$ cat src/design/tkbf_pkg.sv
`default_nettype none
package tkbf_pkg;

  // Measurement width; input bits above it are dropped.
  localparam int MEAS_BITS = 16;

  localparam int InW   = 16;
  localparam int MeasW = (MEAS_BITS < InW) ? MEAS_BITS : InW;
  localparam int AccW  = 26;
  localparam int BaseW = 18;
  localparam int CntW  = 16;
  localparam int ThrW  = 8;
  localparam int ShW   = 4;
  localparam int LvlW  = 8;
  localparam int CfgIdxW  = 2;
  localparam int CfgDataW = 16;

  localparam logic [CntW-1:0] CalibScansRst     = 16'd1000;
  localparam logic [ThrW-1:0] TouchThresholdRst = 8'd200;
  localparam logic [ShW-1:0]  FilterShiftRst    = 4'd4;
  localparam logic [ShW-1:0]  MaxShift          = 4'd8;
  localparam logic [LvlW-1:0] LevelMax          = 8'd255;

  typedef enum logic [CfgIdxW-1:0] {
    CFG_CALIB_SCANS     = 2'd0,
    CFG_TOUCH_THRESHOLD = 2'd1,
    CFG_FILTER_SHIFT    = 2'd2
  } tkbf_cfg_idx_e;

  typedef struct packed {
    logic [CntW-1:0] calib_scans;
    logic [ThrW-1:0] touch_threshold;
    logic [ShW-1:0]  filter_shift;
  } tkbf_cfg_t;

  typedef struct packed {
    logic signed [AccW-1:0]  acc;
    logic signed [BaseW-1:0] baseline;
    logic [CntW-1:0]         scan_count;
    logic                    running;
  } tkbf_state_t;

  typedef struct packed {
    logic                   valid;
    logic signed [AccW-1:0] acc;
    logic [LvlW-1:0]        level;
    logic                   touched;
  } tkbf_result_t;

endpackage
`default_nettype wire

$ cat src/design/tkbf_update.sv
`default_nettype none
module tkbf_update (
  input  tkbf_pkg::tkbf_cfg_t    cfg_i,
  input  tkbf_pkg::tkbf_state_t  state_i,
  input  logic [tkbf_pkg::InW-1:0] meas_i,
  output tkbf_pkg::tkbf_state_t  state_o,
  output tkbf_pkg::tkbf_result_t result_o
);
  import tkbf_pkg::*;

  localparam int SumW = AccW + 2;

  localparam logic signed [AccW-1:0] AccMax = {1'b0, {(AccW-1){1'b1}}};
  localparam logic signed [AccW-1:0] AccMin = {1'b1, {(AccW-1){1'b0}}};
  localparam logic signed [BaseW-1:0] BaseMax = {1'b0, {(BaseW-1){1'b1}}};
  localparam logic signed [BaseW-1:0] BaseMin = {1'b1, {(BaseW-1){1'b0}}};

  logic [ShW-1:0]          shift;
  logic signed [AccW-1:0]  meas_ext;
  logic signed [AccW-1:0]  margin_full;
  logic signed [BaseW-1:0] margin;
  logic signed [AccW-1:0]  acc_decay;
  logic signed [SumW-1:0]  sum;
  logic signed [AccW-1:0]  acc_new;
  logic signed [AccW-1:0]  acc_scaled;
  logic signed [BaseW-1:0] base_new;
  logic [CntW-1:0]         cnt_new;
  logic [CntW-1:0]         target;
  logic [LvlW-1:0]         level;

  always_comb begin
    shift = (cfg_i.filter_shift > MaxShift) ? MaxShift : cfg_i.filter_shift;

    meas_ext = $signed({{(AccW-MeasW){1'b0}}, meas_i[MeasW-1:0]});
    margin_full = meas_ext - AccW'(state_i.baseline);
    if (margin_full > AccW'(BaseMax)) begin
      margin = BaseMax;
    end else if (margin_full < AccW'(BaseMin)) begin
      margin = BaseMin;
    end else begin
      margin = margin_full[BaseW-1:0];
    end

    acc_decay = state_i.acc >>> shift;
    sum = SumW'(state_i.acc) + SumW'(margin) - SumW'(acc_decay);
    if (sum > SumW'(AccMax)) begin
      acc_new = AccMax;
    end else if (sum < SumW'(AccMin)) begin
      acc_new = AccMin;
    end else begin
      acc_new = sum[AccW-1:0];
    end

    acc_scaled = acc_new >>> shift;
    if (acc_scaled > AccW'(BaseMax)) begin
      base_new = BaseMax;
    end else if (acc_scaled < AccW'(BaseMin)) begin
      base_new = BaseMin;
    end else begin
      base_new = acc_scaled[BaseW-1:0];
    end

    if (acc_scaled < 0) begin
      level = '0;
    end else if (acc_scaled > AccW'($signed({1'b0, LevelMax}))) begin
      level = LevelMax;
    end else begin
      level = acc_scaled[LvlW-1:0];
    end

    // zero count behaves as one
    target  = (cfg_i.calib_scans == '0) ? CntW'(1) : cfg_i.calib_scans;
    cnt_new = (state_i.scan_count != '1) ? state_i.scan_count + CntW'(1)
                                         : state_i.scan_count;

    state_o = state_i;
    state_o.acc = acc_new;
    result_o.valid   = state_i.running;
    result_o.acc     = acc_new;
    result_o.level   = level;
    result_o.touched = level > cfg_i.touch_threshold;

    if (!state_i.running) begin
      state_o.scan_count = cnt_new;
      if (cnt_new >= target) begin
        state_o.baseline = base_new;
        state_o.acc      = '0;
        state_o.running  = 1'b1;
      end
    end
  end

endmodule
`default_nettype wire

$ cat src/design/touch_key_baseline_filter_top.sv
`default_nettype none
// An accepted transaction passes the input register, then the result register.
// Throughput: one item per cycle while out_ready_i does not hold back a result,
// set by the combinational filter update that feeds the accumulator back.
// Calibration scans give no result. Reset (rst_ni low, asynchronous) clears
// accumulator, baseline, scan count and run flag, and restores the defaults.
module touch_key_baseline_filter_top (
  input  logic                              clk_i,
  input  logic                              rst_ni,
  input  logic                              in_valid_i,
  output logic                              in_ready_o,
  input  logic [tkbf_pkg::InW-1:0]          discharge_sum_i,
  output logic                              out_valid_o,
  input  logic                              out_ready_i,
  output logic signed [tkbf_pkg::AccW-1:0]  filter_acc_out_o,
  output logic [tkbf_pkg::LvlW-1:0]         key_level_o,
  output logic                              touched_o,
  input  logic                              cfg_valid_i,
  output logic                              cfg_ready_o,
  input  logic [tkbf_pkg::CfgIdxW-1:0]      cfg_index_i,
  input  logic [tkbf_pkg::CfgDataW-1:0]     cfg_data_i
);
  import tkbf_pkg::*;

  tkbf_cfg_t    cfg_q;
  tkbf_state_t  state_q, state_d;
  tkbf_result_t result_d;

  logic            stage_valid_q;
  logic [InW-1:0]  stage_meas_q;
  logic            stage_fire;
  logic            out_valid_q;
  logic signed [AccW-1:0] out_acc_q;
  logic [LvlW-1:0] out_level_q;
  logic            out_touched_q;

  assign cfg_ready_o = 1'b1;

  always_ff @(posedge clk_i or negedge rst_ni) begin
    if (!rst_ni) begin
      cfg_q.calib_scans     <= CalibScansRst;
      cfg_q.touch_threshold <= TouchThresholdRst;
      cfg_q.filter_shift    <= FilterShiftRst;
    end else if (cfg_valid_i) begin
      case (cfg_index_i)
        CFG_CALIB_SCANS:     cfg_q.calib_scans     <= cfg_data_i[CntW-1:0];
        CFG_TOUCH_THRESHOLD: cfg_q.touch_threshold <= cfg_data_i[ThrW-1:0];
        CFG_FILTER_SHIFT:    cfg_q.filter_shift    <= cfg_data_i[ShW-1:0];
        default: ;
      endcase
    end
  end

  // stage moves on whenever the result register is free this cycle
  assign stage_fire = stage_valid_q && (!out_valid_q || out_ready_i);
  assign in_ready_o = !stage_valid_q || stage_fire;

  always_ff @(posedge clk_i or negedge rst_ni) begin
    if (!rst_ni) begin
      stage_valid_q <= 1'b0;
    end else if (in_ready_o) begin
      stage_valid_q <= in_valid_i;
    end
  end

  always_ff @(posedge clk_i) begin
    if (in_valid_i && in_ready_o) begin
      stage_meas_q <= discharge_sum_i;
    end
  end

  tkbf_update u_update (
    .cfg_i    (cfg_q),
    .state_i  (state_q),
    .meas_i   (stage_meas_q),
    .state_o  (state_d),
    .result_o (result_d)
  );

  always_ff @(posedge clk_i or negedge rst_ni) begin
    if (!rst_ni) begin
      state_q <= '0;
    end else if (stage_fire) begin
      state_q <= state_d;
    end
  end

  always_ff @(posedge clk_i or negedge rst_ni) begin
    if (!rst_ni) begin
      out_valid_q <= 1'b0;
    end else if (stage_fire) begin
      out_valid_q <= result_d.valid;
    end else if (out_ready_i) begin
      out_valid_q <= 1'b0;
    end
  end

  always_ff @(posedge clk_i) begin
    if (stage_fire && result_d.valid) begin
      out_acc_q     <= result_d.acc;
      out_level_q   <= result_d.level;
      out_touched_q <= result_d.touched;
    end
  end

  assign out_valid_o      = out_valid_q;
  assign filter_acc_out_o = out_acc_q;
  assign key_level_o      = out_level_q;
  assign touched_o        = out_touched_q;

  a_running_sticky: assert property (@(posedge clk_i) disable iff (!rst_ni)
    state_q.running |=> state_q.running)
    else $error("run flag dropped");

  a_baseline_held: assert property (@(posedge clk_i) disable iff (!rst_ni)
    state_q.running |=> $stable(state_q.baseline))
    else $error("baseline changed in run mode");

  a_calib_no_result: assert property (@(posedge clk_i) disable iff (!rst_ni)
    (stage_fire && !state_q.running) |=> !out_valid_q)
    else $error("result during calibration");

  a_run_result: assert property (@(posedge clk_i) disable iff (!rst_ni)
    (stage_fire && state_q.running) |=> out_valid_q)
    else $error("run-mode scan lost its result");

  a_empty_ready: assert property (@(posedge clk_i) disable iff (!rst_ni)
    !stage_valid_q |-> in_ready_o)
    else $error("empty input stage not ready");

endmodule
`default_nettype wire

$ cat config.mk
export PLATFORM = sky130hd
export DESIGN_NAME = touch_key_baseline_filter_top
export DESIGN_NICKNAME = d
export VERILOG_FILES = /design/src/design/tkbf_pkg.sv /design/src/design/tkbf_update.sv /design/src/design/touch_key_baseline_filter_top.sv
export SDC_FILE = /design/constraint.sdc
export NUM_CORES = 1
export LEC_CHECK = 0
export BUFFER_PORTS_ARGS = -buffer_cell sky130_fd_sc_hd__buf_2
export CELL_PAD_IN_SITES_DETAIL_PLACEMENT = 0
export CELL_PAD_IN_SITES_GLOBAL_PLACEMENT = 1
export CORE_MARGIN = 4
export CORE_UTILIZATION = 48
export CTS_CLUSTER_SIZE = 8
export DETAILED_ROUTE_END_ITERATION = 10
export GPL_TIMING_DRIVEN = 0
export PLACE_DENSITY_LB_ADDON = 0.1
export REMOVE_ABC_BUFFERS = 1
export SLEW_MARGIN = 20
export SYNTH_ARGS = -nofsm -noshare
export SYNTH_HDL_FRONTEND = slang
export SYNTH_SLANG_ARGS = --single-unit
$ cat constraint.sdc
create_clock -name clk_i -period 10.5 [get_ports clk_i]
set_input_delay 2.1 -clock clk_i [delete_from_list [all_inputs] [get_ports clk_i]]
set_output_delay 2.1 -clock clk_i [all_outputs]
set_load 0.02 [all_outputs]
==> impl_results.md, run 1 <==
* Number of I/O port buffers at 75
* Worst Setup EP: touched_o
* Fmax at 101 MHz
* Crit path from: state_q[18]
* Crit path kind: reg2reg
* R2R setup slack at 570 ps
* CP max stage delay at 590 ps
* I/O pin total at 77
* DR WL/cell at 22.1 um
* Critical path startpoint category: flop
* Clock Tree Buf Depth at 2
* Vias in the first global route at 10,300
* Area delta synth->final at 11.5%
* Worst r2r path cells at 37
* Routability cong. at 0.951
* Status: finished, final reports clean
* Register area share after synthesis at 0.314
* CP arrival at 10,120 ps
* Core Util, Final at 0.542
* # clock sinks at 142
* Post-synth EDFFs at 51
* Worst Path Max Fanout at 10
* Design Area, Final at 13,600 sq um
* Placed Area at 12,800 sq um
* Measured slew at the worst slew-check pin at 1110 ps
* Nets@finish at 1,566
* Final wirelength at 39,200 um
* TritonCTS Buffers at 17
* Total core area at 25,000 sq um
* Post-route DRC at 0
* Mapped Area at 12,200 sq um
* Fin. Hold Viols at 0
* Die Area at 28,000 sq um
* Final slew viol count at 0
* FF-to-FF Start: state_q[18]
* Die width at 167 um
* RR Endpoint: touched_o
* Crit share post-route at 0.945
* Pin count of the biggest net entering global routing at 57
* Post-synth top cells: nand2_1, a21oi_1, o21ai_0
* Later-pin clock latency in the skew report at 440 ps
* Post-synthesis async set-or-reset flop share at 0.641
* Max cap viols at 0
* Global-route wire length before repair at 60,100 um
* Starting DRT DRC Count at 1,124
* Clock tree root buffer cell: clkbuf_16
* CTS tree: done
* Setup crit end kind: flop
* Global-route usage over all layers at 0.273
* Post-synth top area share at 0.167
* Vias per cell at 6.22
* Pre-antenna DRT Iters at 6
* Mapped Cells at 1,400
* Final setup viols at 0
* Synth top area cells: dfrtp_1, edfxtp_1, ha_1
* Most frequent cell after synthesis: nand2_1
* Antenna-violating nets left at 0
* H-tree levels at 4
* Inserted Diodes at 0
* Remaining Overflow, GRT at 0
* Min Tclk post-route at 9930 ps
* Max-slew headroom at 0.258
* Overall via count from detail_route at 11,100
* Avg Inst Size Synth at 8.69 sq um
* Fillers at 2,374
* Flops & latches, synth at 142
* RSZ-0062 raised after global routing: no
* Most common flop cell mapped by yosys: dfrtp_1
* Hold crit path type: reg2reg
* Initial Utilization at 0.486
* Row Count at 58
* Die height at 167 um
* Yosys warnings at 0
* CP required at 10,700 ps
* Layout cells sized above 1 at 0.158
* Clock Pin Slew Worst Setup and Hold Paths at 70 ps
* Biggest area consumer among synthesized cells: dfrtp_1
* Fin Clk Skew at 19.5 ps
* Slowest cell on crit path: nor3_1
* Detailed placer's ending HPWL at 29,200 um
* Cell variety after synth at 90
* Antenna violations before repair at 0
metal layers:
metal	share of wire	global-route usage	vias up
met1	0.45	0.395	5365
met3	0.080	0.0458	50
li1	-	-	5191
met2	0.45	0.427	448
met4	0.020	0.0706	0
met5	0	0	-
sequential cells by signal (all words and copies together), names as in the netlist:
signal / cells
state_q: 61
cfg_q: 28
filter_acc_out_o: 26
stage_meas_q: 16
key_level_o: 8
out_valid_o: 1
stage_valid_q: 1
touched_o: 1
area by class of cell:
type                    count  area [sq um]  share of cell area
clock buffers              17           425              0.0314
multi-input cells        1099          7790               0.574
well taps                 330           413              0.0304
inverters                  75           285              0.0210
clock inverters            15           189              0.0139
repair buffers             98           639              0.0471
flip-flops and latches    142          3820               0.282
cell usage in the layout (no fill, tap or decap), types with 14 or more instances in the layout:
cell / Yosys / layout
nand2_1: 153 / 149
a21oi_1: 116 / 113
o21ai_0: 104 / 104
nor2_1: 103 / 99
dfrtp_1: 81 / 80
inv_1: 75 / 74
buf_2: 14 / 74
ha_1: 68 / 68
edfxtp_1: 51 / 51
mux2i_1: 43 / 43
nand3_1: 37 / 37
xnor2_1: 36 / 36
nor3_1: 26 / 26
fa_1: 26 / 26
a21o_1: 25 / 25
mux2_2: 24 / 24
a22o_1: 23 / 23
a31oi_1: 21 / 21
o211ai_1: 19 / 19
a211oi_1: 18 / 17
clkbuf_16: 0 / 17
buf_4: 3 / 17
a21oi_2: 13 / 15
nand4_1: 14 / 14
xor2_1: 14 / 14
and3_1: 14 / 14
critical path, delay by kind of cell, from the launching register on:
| kind | cells | cell delay (ps) |
|---|---|---|
| compound gates | 22 | 5450 |
| fa+ha+maj | 4 | 1420 |
| buf+inv | 2 | 280 |
| flops | 1 | 380 |
| simple gates | 9 | 2140 |
how the worst min path moves through the flow:
stage,cells after the start,start,slack (ps),to
after floorplan,1,cfg_q[5],480,cfg_q[5]
after detailed placement,1,cfg_q[9],500,cfg_q[9]
after CTS,1,cfg_q[9],510,cfg_q[9]
final,1,cfg_q[9],520,cfg_q[9]
after global placement,1,cfg_q[6],490,cfg_q[6]
after global routing,1,cfg_q[6],530,cfg_q[6]
what timing repair did:
item	CTS	global route
hold buffers	0	0
pin swaps	1	5
setup buffers	2	13
endpoints found under the setup margin	1	1
gates resized for setup	4	9
cells by family after synthesis:
group / share of synthesized area
adder cells (fa/ha/maj): 0.113
buffers and inverters: 0.0548
multiplexers: 0.0594
other: 0.000308
AND/OR/NAND/NOR: 0.173
AO/OA/AOI/OAI: 0.250
XOR/XNOR: 0.0360
flip-flops: 0.314
stage by stage:
stage / worst slack (ps) / instances / TNS (ps) / hold slack, ps
2_1_floorplan: 886 / 1316 / 0 / 479
3_3_place_gp: -2440 / 1721 / -38480 / 491
3_5_place_dp: -518 / 1729 / -518 / 496
4_1_cts: 63.4 / 1763 / 0 / 512
5_1_grt: 2.95 / 1776 / 0 / 528
6_report: 575 / 1776 / 0 / 515
Power of run 1 is not shown: default switching activity piles up to over one toggle a cycle in this logic, so the estimate is an artifact.
==> run 2, diff against run 1 <==
Settings changed: ABC_AREA from default to 1, CORE_UTILIZATION 48 to 46, CTS_CLUSTER_DIAMETER from default to 120.
==> run 2 against run 1 <==
Against the previous run: final cell count grew 12%; fmax grew 8.7%; worst setup slack gained 800 ps; sequential cell count is the same; area after synthesis shrank 4.2%; critical path type unchanged; first-iteration DRC count shrank 26%.
==> impl_results.md, run 2 <==
* Slack of the critical path at 1370 ps (+798 ps)
* Post-synthesis async set-or-reset flop share at 0.641 (unchanged)
* Post-synth top area share at 0.174 (+0.00725)
* Clock tree root buffer cell: clkbuf_16
* I/O pin total at 77 (unchanged)
* Yosys warnings at 0 (unchanged)
* Synth top area cells: dfrtp_1, nand2_1, edfxtp_1
* Min Tclk post-route at 9130 ps (-798 ps)
* Flops & latches, synth at 142 (unchanged)
* Die Area at 28,000 sq um (about the same)
* Biggest area consumer among synthesized cells: dfrtp_1
* Overall via count from detail_route at 10,600 (-3.9%)
* CP required at 10,680 ps (-20 ps)
* Hold slack at 479 ps (-35.8 ps)
* Vias per cell at 5.33 (-14%)
* FF-to-FF Start: cfg_q[3]
* Critical path startpoint category: flop
* Pin count of the biggest net entering global routing at 55 (-3.5%)
* Slowest cell on crit path: dfrtp_2
* H-tree levels at 4 (unchanged)
* Final wirelength at 34,000 um (-13%)
* # clock sinks at 142 (unchanged)
* Nets@finish at 1,783 (+14%)
* Starting DRT DRC Count at 830 (-26%)
* Crit path kind: reg2reg
* DR WL/cell at 17.1 um (-23%)
* Post-synth top cells: nand2_1, inv_1, o21ai_0
* Post-synth EDFFs at 51 (unchanged)
* Total core area at 25,000 sq um (unchanged)
* Setup WS pre-CTS at 1500 ps (+2020 ps)
* Initial Utilization at 0.466 (-0.0203)
* Global-route wire length before repair at 54,200 um (-9.8%)
* Fin Clk Skew at 20.7 ps (+1.27 ps)
* Avg Inst Size Synth at 7.25 sq um (-17%)
* CP max stage delay at 850 ps (+260 ps)
* Commonest non-fill, non-tap cell in the layout: nand2_1
* Most common flop cell mapped by yosys: dfrtp_1
* Mapped Cells at 1,608 (+15%)
* RR Endpoint: touched_o
* Fmax at 110 MHz (+8.7%)
* Min-delay src: state_q[26]
* Max-slew headroom at 0.334 (+0.0760)
* Pre-antenna DRT Iters at 8 (+2)
* Cell variety after synth at 58 (-36%)
* Worst r2r path cells at 40 (+8.1%)
* Routability cong. at 0.941 (-1.0%)
* Final slew viol count at 0 (unchanged)
* Resize count post-CTS at 0 (-4)
* Worst Path Max Fanout at 48 (+38)
* Measured slew at the worst slew-check pin at 996 ps (-109 ps)
* Max cap viols at 0 (unchanged)
* CTS tree: done
* TritonCTS Buffers at 17 (unchanged)
* Hold Path Depth at 2 (+1)
* Worst-case hold path end point: state_q[26]
* Layout cells sized above 1 at 0.111 (-0.0464)
* RSZ-0062 raised after global routing: no
* R2R setup slack at 1370 ps (+800 ps)
* Fin. Hold Viols at 0 (unchanged)
* Hold crit path type: reg2reg
* Clock Tree Buf Depth at 2 (unchanged)
* Largest register FFs at 61 (unchanged)
* Register area share after synthesis at 0.328 (+0.0137)
* Most frequent cell after synthesis: nand2_1
* Row Count at 58 (unchanged)
* Setup crit end kind: flop
* Die height at 167 um (about the same)
* Vias in the first global route at 10,400 (+0.48%)
* Inserted Diodes at 0 (unchanged)
* Mapped Area at 11,700 sq um (-4.2%)
* Clock Pin Slew Worst Setup and Hold Paths at 70 ps (about the same)
* Commonest cells after routing, fill and taps aside: nand2_1, inv_1, o21ai_0
* Cell mode on critical path: nand2_1
* Die width at 167 um (about the same)
* Largest Register: state_q
* Post-CTS Setup Repair Bufs at 0 (-2)
* Final setup viols at 0 (unchanged)
* CP arrival at 9310 ps (-810 ps)
* Global-route usage over all layers at 0.242 (-0.0309)
* Number of I/O port buffers at 75 (unchanged)
* Later-pin clock latency in the skew report at 440 ps (about the same)
* Remaining Overflow, GRT at 0 (unchanged)
* Crit share post-route at 0.869 (-0.0760)
* Status: finished, final reports clean
* Hold_buf cts at 0 (unchanged)
* Post-route DRC at 0 (unchanged)
* Area delta synth->final at 11.2%
* Antenna-violating nets left at 0 (unchanged)
* Detailed placer's ending HPWL at 26,000 um (-11%)
* Antenna violations before repair at 0 (unchanged)
## run 2: layer usage
metal | global-route usage | wire length [um] | vias up
met3 | 0.0295 | 1640 | 58
met2 | 0.397 | 15700 | 302
met4 | 0.0836 | 1010 | 0
met5 | 0 | 0 | -
met1 | 0.333 | 15700 | 4911
li1 | - | - | 5357
## run 2: how the worst max path moves through the flow
| stage | startpoint | end | slack [ps] | depth (start not counted) |
|---|---|---|---|---|
| 2_1_floorplan | cfg_q[3] | touched_o | 1260 | 37 |
| 3_3_place_gp | cfg_q[3] | touched_o | -2480 | 37 |
| 3_5_place_dp | cfg_q[3] | touched_o | 1500 | 45 |
| 4_1_cts | cfg_q[3] | touched_o | 1480 | 40 |
| 5_1_grt | cfg_q[3] | touched_o | 640 | 45 |
| 6_report | cfg_q[3] | touched_o | 1370 | 40 |
## run 2: worst max-delay path, delay by kind of cell, from the launching register on
family / cells / cell delay (ps)
AND/OR/NAND/NOR: 20 / 2780
adder cells (fa/ha/maj): 3 / 1180
flip-flops: 1 / 850
buffers and inverters: 7 / 2050
AO/OA/AOI/OAI: 10 / 1920
## run 2: cell type report
cell class | count | area (sq um)
Tap cell | 330 | 413
Inverter | 229 | 868
Clock buffer | 17 | 425
Sequential cell | 142 | 3820
Multi-Input combinational cell | 1180 | 6730
Clock inverter | 15 | 195
Timing Repair Buffer | 80 | 507
Fill cell | 2509 | 12100
## run 2: cells by family (layout without fill, tap and decap cells)
kind of cell | count (synthesis) | in the layout | synth area share
flip-flops | 142 | 142 | 0.328
AO/OA/AOI/OAI | 303 | 303 | 0.148
AND/OR/NAND/NOR | 738 | 738 | 0.274
other | 1 | 1 | 0.000322
multiplexers | 1 | 1 | 0.000858
buffers and inverters | 286 | 341 | 0.0993
adder cells (fa/ha/maj) | 94 | 94 | 0.118
XOR/XNOR | 43 | 43 | 0.0323
## run 2: stage by stage
step	cell area, sq um	util	setup TNS, ps	cells
2_1_floorplan	11400	-	0	1551
3_3_place_gp	12200	0.486	-47010	1956
3_5_place_dp	12300	0.493	0	1961
4_1_cts	13000	0.518	0	1993
5_1_grt	13000	0.518	0	1993
6_report	13000	0.518	0	1993
Power of run 2 is left out for the same reason.
